`src/rtl/core/lae_pkg.sv`:
```
// Shared constants, codes and command type of the life automaton engine.
package lae_pkg;

   // Grid size; cells beyond the address range still evolve.
   localparam int GRID_COLS = 64;
   localparam int GRID_ROWS = 64;

   // Transaction field widths.
   localparam int ACTION_W = 2;
   localparam int REQ_COL_W = 6;
   localparam int REQ_ROW_W = 6;
   localparam int GEN_W = 32;

   // Derived widths for row and column indexing and range checks.
   localparam int ROW_IDX_W = (GRID_ROWS > 1) ? $clog2(GRID_ROWS) : 1;
   localparam int COL_IDX_W = (GRID_COLS > 1) ? $clog2(GRID_COLS) : 1;
   localparam int ROW_LIM_W = $clog2(GRID_ROWS + 1);
   localparam int COL_LIM_W = $clog2(GRID_COLS + 1);
   localparam int ROW_CMP_W = (ROW_LIM_W > REQ_ROW_W) ? ROW_LIM_W : REQ_ROW_W;
   localparam int COL_CMP_W = (COL_LIM_W > REQ_COL_W) ? COL_LIM_W : REQ_COL_W;
   localparam int SWEEP_CNT_W = $clog2(GRID_ROWS + 3);

   // Rule B3/S23.
   localparam int BIRTH_COUNT = 3;
   localparam int STAY_COUNT = 2;

   // Action codes.
   localparam logic [ACTION_W-1:0] ACT_ADVANCE = 2'd0;
   localparam logic [ACTION_W-1:0] ACT_TOGGLE = 2'd1;
   localparam logic [ACTION_W-1:0] ACT_CLEAR = 2'd2;
   localparam logic [ACTION_W-1:0] ACT_READ = 2'd3;

   // Commands from the controller to the datapath.
   typedef struct packed {
      logic                 capture_req;
      logic                 rd_en;
      logic                 rd_sweep;
      logic [ROW_IDX_W-1:0] rd_row;
      logic                 wr_sweep;
      logic                 wr_toggle;
      logic [ROW_IDX_W-1:0] wr_row;
      logic                 win_clear;
      logic                 win_shift;
      logic                 shift_zero;
      logic                 grid_clear;
      logic                 gen_inc;
      logic                 load_rsp;
   } lae_cmd_type;

endpackage

```
`src/rtl/core/lae_ctrl.sv`:
```
// Controller state machine sequencing each transaction and the generation sweep.
module lae_ctrl (
   input  logic                         clock,
   input  logic                         reset,
   input  logic                         req_valid,
   input  logic [lae_pkg::ACTION_W-1:0] req_action,
   output logic                         req_ready,
   output logic                         rsp_valid,
   input  logic                         rsp_ready,
   output lae_pkg::lae_cmd_type         cmd
);
   import lae_pkg::*;

   localparam logic [2:0] S_IDLE   = 3'd0;
   localparam logic [2:0] S_SWEEP  = 3'd1;
   localparam logic [2:0] S_TOG_RD = 3'd2;
   localparam logic [2:0] S_TOG_WR = 3'd3;
   localparam logic [2:0] S_CLEAR  = 3'd4;
   localparam logic [2:0] S_FETCH  = 3'd5;
   localparam logic [2:0] S_RESP   = 3'd6;

   // Sweep timing: a row read lands in the window through the read data register, and
   // the window is complete for a row once the row below it has landed as well.
   localparam logic [SWEEP_CNT_W-1:0] FIRST_SHIFT = SWEEP_CNT_W'(1);
   localparam logic [SWEEP_CNT_W-1:0] FIRST_WRITE = SWEEP_CNT_W'(3);
   localparam logic [SWEEP_CNT_W-1:0] ROWS_CNT = SWEEP_CNT_W'(GRID_ROWS);
   localparam logic [SWEEP_CNT_W-1:0] LAST_CNT = SWEEP_CNT_W'(GRID_ROWS + 2);

   logic [2:0]             state_ff, state_in;
   logic [SWEEP_CNT_W-1:0] cnt_ff, cnt_in;
   logic [SWEEP_CNT_W-1:0] wr_cnt;
   logic                   rsp_valid_ff, rsp_valid_in;
   logic                   accept;
   logic                   rsp_free;

   assign accept = req_valid && req_ready;
   assign req_ready = (state_ff == S_IDLE);
   assign rsp_valid = rsp_valid_ff;
   assign rsp_free = !rsp_valid_ff || rsp_ready;
   assign wr_cnt = cnt_ff - FIRST_WRITE;

   // Next state, sweep count and datapath commands.
   always_comb begin
      state_in = state_ff;
      cnt_in = cnt_ff;
      cmd = '0;
      cmd.rd_row = cnt_ff[ROW_IDX_W-1:0];
      cmd.wr_row = wr_cnt[ROW_IDX_W-1:0];
      unique case (state_ff)
         S_IDLE: begin
            if (accept) begin
               cmd.capture_req = 1'b1;
               cnt_in = '0;
               unique case (req_action)
                  ACT_ADVANCE: state_in = S_SWEEP;
                  ACT_TOGGLE:  state_in = S_TOG_RD;
                  ACT_CLEAR:   state_in = S_CLEAR;
                  ACT_READ:    state_in = S_FETCH;
               endcase
            end
         end
         S_SWEEP: begin
            cmd.win_clear = (cnt_ff == '0);
            cmd.rd_en = (cnt_ff < ROWS_CNT);
            cmd.rd_sweep = 1'b1;
            cmd.win_shift = (cnt_ff >= FIRST_SHIFT) && (cnt_ff <= ROWS_CNT);
            cmd.win_shift = cmd.win_shift || (cnt_ff == ROWS_CNT + FIRST_SHIFT);
            cmd.shift_zero = (cnt_ff > ROWS_CNT);
            cmd.wr_sweep = (cnt_ff >= FIRST_WRITE);
            if (cnt_ff == LAST_CNT) begin
               cmd.gen_inc = 1'b1;
               state_in = S_FETCH;
            end else begin
               cnt_in = cnt_ff + SWEEP_CNT_W'(1);
            end
         end
         S_TOG_RD: begin
            cmd.rd_en = 1'b1;
            state_in = S_TOG_WR;
         end
         S_TOG_WR: begin
            cmd.wr_toggle = 1'b1;
            state_in = S_FETCH;
         end
         S_CLEAR: begin
            cmd.grid_clear = 1'b1;
            state_in = S_FETCH;
         end
         S_FETCH: begin
            cmd.rd_en = 1'b1;
            state_in = S_RESP;
         end
         S_RESP: begin
            if (rsp_free) begin
               cmd.load_rsp = 1'b1;
               state_in = S_IDLE;
            end
         end
         default: state_in = S_IDLE;
      endcase
   end

   // Response valid flag: set when a result is loaded, dropped when taken.
   always_comb begin
      rsp_valid_in = rsp_valid_ff;
      if (cmd.load_rsp) begin
         rsp_valid_in = 1'b1;
      end else if (rsp_ready) begin
         rsp_valid_in = 1'b0;
      end
   end

   always_ff @(posedge clock) begin
      if (reset) begin
         state_ff <= S_IDLE;
         cnt_ff <= '0;
         rsp_valid_ff <= 1'b0;
      end else begin
         state_ff <= state_in;
         cnt_ff <= cnt_in;
         rsp_valid_ff <= rsp_valid_in;
      end
   end

endmodule

```
`config.mk`:
```
export PLATFORM = sky130hd
export DESIGN_NAME = lae_ctrl
export DESIGN_NICKNAME = d
export VERILOG_FILES = /design/src/rtl/core/lae_pkg.sv /design/src/rtl/core/lae_ctrl.sv
export SDC_FILE = /design/constraint.sdc
export NUM_CORES = 1
export LEC_CHECK = 0
export BUFFER_PORTS_ARGS = -buffer_cell sky130_fd_sc_hd__buf_2
export CAP_MARGIN = 20
export CORE_UTILIZATION = 43
export DETAILED_ROUTE_END_ITERATION = 12
export GPL_ROUTABILITY_DRIVEN = 0
export PLACE_DENSITY = 0.7
export SLEW_MARGIN = 0
export SYNTH_ARGS = -nofsm -noshare
export SYNTH_HDL_FRONTEND = slang
export SYNTH_SLANG_ARGS = --single-unit
```
`constraint.sdc`:
```
create_clock -name clock -period 4.1 [get_ports clock]
set_input_delay 0.615 -clock clock [delete_from_list [all_inputs] [get_ports clock]]
set_output_delay 0.615 -clock clock [all_outputs]
set_load 0.01 [all_outputs]
```
# [Yosys cells after proc, flatten, opt, wreduce, memory -nomap -nowiden]
# Index checks and enable logic that the tools add are counted.
[op_classes] order_cmp=5 addsub=2 n_eq_ne=15 n_reduce_logical=14 n_mux=22
[op_table] operator="$pmux 3 s6" count=1
[op_table] operator="$eq 7x7->1 const B" count=2
[op_table] operator="$mux 7" count=2
[op_table] operator="$pmux 7 s2" count=1
[op_table] operator="$mux 1" count=12
[op_table] operator="$mux 3" count=4
[op_table] operator="$pmux 3 s4" count=1
[op_table] operator="$eq 3x3->1 const B" count=3
[op_table] operator="$add 7x1->7 const B" count=1
[op_table] operator="$ge 7x1->1 const B" count=1
[op_table] operator="$ge 7x2->1 const B" count=1
[op_table] operator="$gt 7x7->1 const B" count=1
[op_table] operator="$le 7x7->1 const B" count=1
[op_table] operator="$logic_not 7->1" count=1
[op_table] operator="$lt 7x7->1 const B" count=1
[op_table] operator="$eq 3x2->1 const B" count=2
[op_table] operator="$ne 2x2->1 const B" count=3
[op_table] operator="$reduce_and 3->1" count=2
[op_table] operator="$sub 6x2->6 const B" count=1
[op_table] operator="$eq 2x2->1 const B" count=2
[op_table] operator="$reduce_bool 2->1" count=2
[op_table] operator="$reduce_or 2->1" count=2
[op_table] operator="$eq 3x1->1 const B" count=1
[op_table] operator="$logic_not 3->1" count=1
[op_table] operator="other kinds (7)" count=9
[word_totals] in_bits=6 elab_cells=61 regBits=11 output_inout_bits=25

# [Longest topological paths before layout]
# Gate-level depths: netlist of run 1.
[logic_depth] ltp_word=5 ltp_mapped=6 ltp_nobuf=6

# [Worst setup path after synthesis of run 1]
# OpenSTA, ideal clock, no wires.
[synth_path] path_type="register to output" startpoint="register cnt_ff[3]" endpoint="output port cmd[4] in the netlist's numbering" arrival_ps=1357 t_required_ps=3485 path_stages_with_launch=5 n_path_buf=1 slack_ps=2128 path_cell_list="dfxtp_1 > buf_6 > nor4_1 > o21ai_0 > a221oi_1"
[synth_lines] item="start, declared" line="lae_ctrl.sv:30" text="logic [SWEEP_CNT_W-1:0] cnt_ff, cnt_in;"
[synth_lines] item="start signal, assigned" line="lae_ctrl.sv:120" text="cnt_ff <= cnt_in;"
[synth_lines] item="end, declared" line="lae_ctrl.sv:10" text="output lae_pkg::lae_cmd_type cmd"

==> run metrics, run 1 <==
number of global-route vias before repair=656; Final Hold Vio Count=0; setup TNS=0 ps; Clock Latency Late Sink=270 ps; Iter 0 DRT Violations=17; ANT cells=0; Synth Register Bits=11; DRC viols=0; Synth top area share=24.8%; status=finished clean; xor-xnor portion of the synthesized cell area=4.92%; Rel. slew slack=68.4%; Synth area leaders=dfxtp_1, ha_1, a21oi_1; Mapped Nets=129; Worst-Margin Slew=471 ps; Worst VDD drop=0.000183 V; syn avg cell area=7.67 µm²; Synth Area in Simple Gates=27.4%; DR pass1 iterations=4; share of cells above drive strength 1=between 20% and 30%; Critical Path Sink Type=output port; unique cell type count in the Yosys netlist=36; Yosys top cell by area=dfxtp_1; # setup viols final=0; Mapped Area=just under 900 µm²; startpoint types=register; commonest non-fill, non-tap cell in the layout=buf_2; Worst-path clk slew=80 ps; largest fanout on the critical path=10; power density over the cells=303 nW/µm²; DP Wirelength=between 1 and 1.5 mm; antenna violations before repair=0; most frequent cells in the layout=buf_2, nor3_1, a21oi_1, dfxtp_1; Worst R2R Path Depth=4; fmax=412 MHz; post-synthesis compound-gate area fraction=between 10% and 20%; DIE HEIGHT=between 40 and 50 µm; WP data required=~3500 ps; drt wl/cell=11.4 µm; Final Cycle Share=59.2%; first-pass GRT wire length=2.77 mm; RSZ-0062 raised after global routing=false; leakage=0.000481 µW; post-synthesis mux area share=around 1.3%; via count=820; dominant synthesized flop cell=dfxtp_1; switch share=36.4%; synthesized-area fraction occupied by adder cells=9.85%; Cells after Synth=116; htree depth=1; sequential area share after synthesis=between 20% and 30%; Post-DRT Antenna Nets=0; HP Class=register to register; post_cts resized=0; Top Ports=31; Async S/R FF share, synth=0%; GR Overflow Total=0; number of synthesized flops with an enable pin=0; row count=16; Clock Skew=5.90 ps; Num Clock Sinks=11; layout net count=between 100 and 150; internal cell power=between 150 and 200 µW; Crit path largest cell delay=480 ps; clock buffer depth=2; Crit path max-delay family=simple AND/OR/NAND/NOR gates; Critical Path AT=1810 ps; die span in x=47.5 µm; Stages on worst setup path=4; Vias/cell=5.06; sequential group share of total power=42.3%; TritonCTS clock tree=built; max-slew violation count=0; Slowest-stage cell, CP=nor4_1; synthesis-to-finish area growth=13.2%; CP cell instances=nor4_1, o21ai_0, a221oi_1, buf_2; WL final=1.85 mm; CTS Hold Bufs=0; Core Area=1960 µm²; Hold Crit Depth=2; Sw Pwr=between 100 and 150 µW; Comb power frac=32.8%; main combinational cell family by area after synthesis=simple AND/OR/NAND/NOR gates; initial core utilization=45.3%; total track usage=approximately 18%; Port Buffers=30; share of total power in the clock network=24.9%; post-layout min period=around 2400 ps; total power=305 µW; Die Area=2250 µm²; postcts setup bufs=0; critical path buffer and inverter count=1; largest net degree at the start of global routing=14; critical path type=register to output port; # Max-Cap Violations=0; Num CTS Buffers=3; Clock Root Buffer=clkbuf_4; Ys Warns=0
## through the flow
stage	util, %	setup slack (ps)	hold slack (ps)	instances	cell area, µm²
after CTS	51.3	1680	586	162	1010
after detailed placement	50.0	1990	575	158	981
after floorplan	-	2130	547	116	890
final	51.3	1670	576	162	1010
after global routing	51.3	1530	631	162	1010
after global placement	50.0	2070	543	158	981
## Yosys cell counts, drive strengths merged, types with 2 or more instances
library cell  number
and2               2
inv                7
nand3              3
o22ai              3
dfxtp             11
buf               11
a21oi             11
nor2               6
nor2b              2
ha                 7
clkbuf             4
nand4              2
nand2b             4
and3               4
nor3              11
xor2               5
nand2              4
o21ai              4
## state kept, by name, indices dropped and copies added (netlist names)
| register | flops |
|---|---|
| cnt_ff | 7 |
| state_ff | 3 |
| rsp_valid | 1 |
## kinds of logic (layout without fill, tap and decap cells)
logic type	after synthesis	in the layout
fa+ha+maj	7	7
buf+inv	22	41
flops	11	11
xor+xnor	5	5
mux	1	1
compound gates	26	26
simple gates	44	44
## cell type report
cell class	instances	area, µm²
Tap cell	27	33.8
Fill cell	220	955
Clock buffer	4	26.3
Timing Repair Buffer	30	150
Inverter	7	26.3
Multi-Input combinational cell	83	551
Sequential cell	11	220
## power groups by stage
stage | clock (µW) | sequential, µW | combinational, µW
after global placement | 0 | 131 | 99.4
after floorplan | 0 | 121 | 82.3
after global routing | 83.5 | 132 | 114
after CTS | 80.5 | 129 | 100
after detailed placement | 0 | 131 | 99.8
final | 76.0 | 129 | 100
## worst paths after layout
path,slack [ps],end,startpoint
setup / recovery,1670,cmd[4],cnt_ff[3]
hold / removal,580,rsp_valid,rsp_valid
hold reg to reg,580,rsp_valid,rsp_valid
setup reg to reg,2260,cnt_ff[2],state_ff[0]
## worst min-delay path, delay by kind of cell, from the launching register on
kind | cells | cell delay [ps]
DFF | 1 | 320
AOI/OAI and AO/OA | 1 | 80
and+or+nand+nor | 1 | 130
## layer usage
metal  GRT usage, %  wire length, µm  vias up
met4           6.86               19        0
li1               -                -      438
met2           27.4              851       15
met1           24.1              923      365
met5              0                0        -
met3           3.40               51        2
Note: power is estimated with default switching activity, not from simulation.
==> run 2, diff against run 1 <==
--- a/config.mk
+++ b/config.mk
@@ -10,7 +10,7 @@
 export CORE_UTILIZATION = 43
 export DETAILED_ROUTE_END_ITERATION = 12
 export GPL_ROUTABILITY_DRIVEN = 0
-export PLACE_DENSITY = 0.7
+export PLACE_DENSITY = 0.73
 export SLEW_MARGIN = 0
 export SYNTH_ARGS = -nofsm -noshare
 export SYNTH_HDL_FRONTEND = slang
==> constraint.sdc (replaced) <==
create_clock -name clock -period 2.15 [get_ports clock]
set_input_delay 0.3225 -clock clock [delete_from_list [all_inputs] [get_ports clock]]
set_output_delay 0.3225 -clock clock [all_outputs]
set_load 0.01 [all_outputs]
==> run metrics, run 2 (synthesized netlist as in run 1, its figures left out) <==
Top Ports=31 (unchanged); critical path buffer and inverter count=1 (unchanged); row count=16 (unchanged); leakage=0.000484 µW (+0.66%); WP data required=1830 ps (-1650 ps); most frequent cells in the layout=buf_2, nor3_1, a21oi_1; # Max-Cap Violations=0 (unchanged); htree depth=1 (unchanged); layout net count=149 (unchanged); Clock Skew=2.18 ps (-3.72 ps); TritonCTS clock tree=built; post_cts resized=0 (unchanged); post-layout min period=around 2000 ps; worst r2r src=state_ff[2]; Port Buffers=30 (unchanged); largest fanout on the critical path=10 (unchanged); Min-Delay Startpoint=reset; placed cell count=158 (unchanged); Iter 0 DRT Violations=8 (-9); power density over the cells=577 nW/µm² (+90%); Core Area=1960 µm² (unchanged); Worst-Margin Slew=498 ps (+26.4 ps); fill count=216 (-1.8%); Post-DRT Antenna Nets=0 (unchanged); Clock Root Buffer=clkbuf_4; critical path type=register to output port; startpoint types=register; via count=861 (+5.0%); DR pass1 iterations=4 (unchanged); Largest register FFs=7 (unchanged); Worst VDD drop=0.000285 V (+56%); Hold Crit Depth=2 (unchanged); CP cell instances=nor4_2, o21ai_0, a221oi_1, buf_2; GR Overflow Total=0 (unchanged); synthesis-to-finish area growth=14.3%; R2R setup slack=400 ps (-1860 ps); Num Clock Sinks=11 (unchanged); fmax=501 MHz; Num CTS Buffers=3 (unchanged); total track usage=18.3% (+0.69 points); clock buffer depth=2 (unchanged); hold path endpoint=rsp_valid; die span in x=47.5 µm (unchanged); fin cells=162 (unchanged); Critical Path Sink Type=output port; Stages on worst setup path=4 (unchanged); Vias/cell=5.31 (+5.0%); Largest Register=cnt_ff; Worst-path clk slew=70 ps (about the same); WL final=1.85 mm (+0.16%); CTS Hold Bufs=0 (unchanged); DP Wirelength=1.38 mm (about the same); FF-to-FF End=cnt_ff[2]; RSZ-0062 raised after global routing=false; Worst R2R Path Depth=4 (unchanged); commonest non-fill, non-tap cell in the layout=buf_2; antenna violations before repair=0 (unchanged); largest net degree at the start of global routing=14 (unchanged); area of the multi-input gates=559 µm² (+1.6%); setup TNS=0 ps (unchanged); Final Cycle Share=92.8%; DRC viols=0 (unchanged); drt wl/cell=11.4 µm (+0.16%); max-slew violation count=0 (unchanged); Clock Latency Late Sink=260 ps (about the same); HP Class=input port to register; ANT cells=0 (unchanged); status=finished clean; Crit path largest cell delay=400 ps (-80 ps); first-pass GRT wire length=2.96 mm (+7.0%); number of global-route vias before repair=702 (+7.0%); Final Hold Vio Count=0 (unchanged); Die Area=2250 µm² (unchanged); share of cells above drive strength 1=30.4% (+2.2 points); Slowest-stage cell, CP=dfxtp_1; postcts setup bufs=0 (unchanged); initial core utilization=45.3% (unchanged); Crit path max-delay family=compound AO/OA/AOI/OAI gates; Critical Path AT=1670 ps (-140 ps); Rel. slew slack=66.6% (-1.8 points); DIE HEIGHT=47.5 µm (unchanged); # setup viols final=0 (unchanged); total area of sequential cells=221 µm² (+0.57%)
[run 2: final cells by class]
class / count / share of cell area (%)
clock buffer: 4 / 2.58
inverter: 7 / 2.58
multi-input combinational: 83 / 55.0
sequential: 11 / 21.8
tap: 27 / 3.32
timing repair buffer: 30 / 14.8
[run 2: how the worst max path moves through the flow]
| stage | startpoint | to |
|---|---|---|
| final | cnt_ff[2] | cmd[4] |
| after global routing | cnt_ff[2] | cmd[4] |
| after CTS | cnt_ff[3] | cmd[4] |
| after detailed placement | state_ff[0] | cnt_ff[2] |
| after global placement | state_ff[0] | cmd[3] |
| after floorplan | cnt_ff[3] | cmd[4] |
[run 2: per-layer routing]
layer	GRT usage [%]	share of wire, %	vias to the layer above
met5	0	0	-
met4	4.57	0.76	0
met3	4.91	3.0	2
met2	29.0	49	20
met1	24.8	47	400
li1	-	-	439
[run 2: where the power goes]
part / internal (µW) / switching, µW / leakage, µW
clock network: 71.7 / 69.1 / 0.0000150
logic: 85.7 / 111 / 0.000379
registers: 217 / 32.0 / 0.0000896
total: 375 / 212 / 0.000484
[run 2: metrics by stage]
| stage | hold slack (ps) | setup WS, ps | util (%) | cell area [µm²] | power, µW |
|---|---|---|---|---|---|
| 6_report | 368 | 156 | 51.8 | 1020 | 587 |
| 5_1_grt | 384 | 42.5 | 51.8 | 1020 | 635 |
| 4_1_cts | 364 | 42.3 | 51.3 | 1010 | 585 |
| 3_5_place_dp | 558 | 320 | 50.0 | 981 | 444 |
| 3_3_place_gp | 545 | 410 | 50.0 | 981 | 439 |
| 2_1_floorplan | 514 | 471 | - | 890 | 388 |
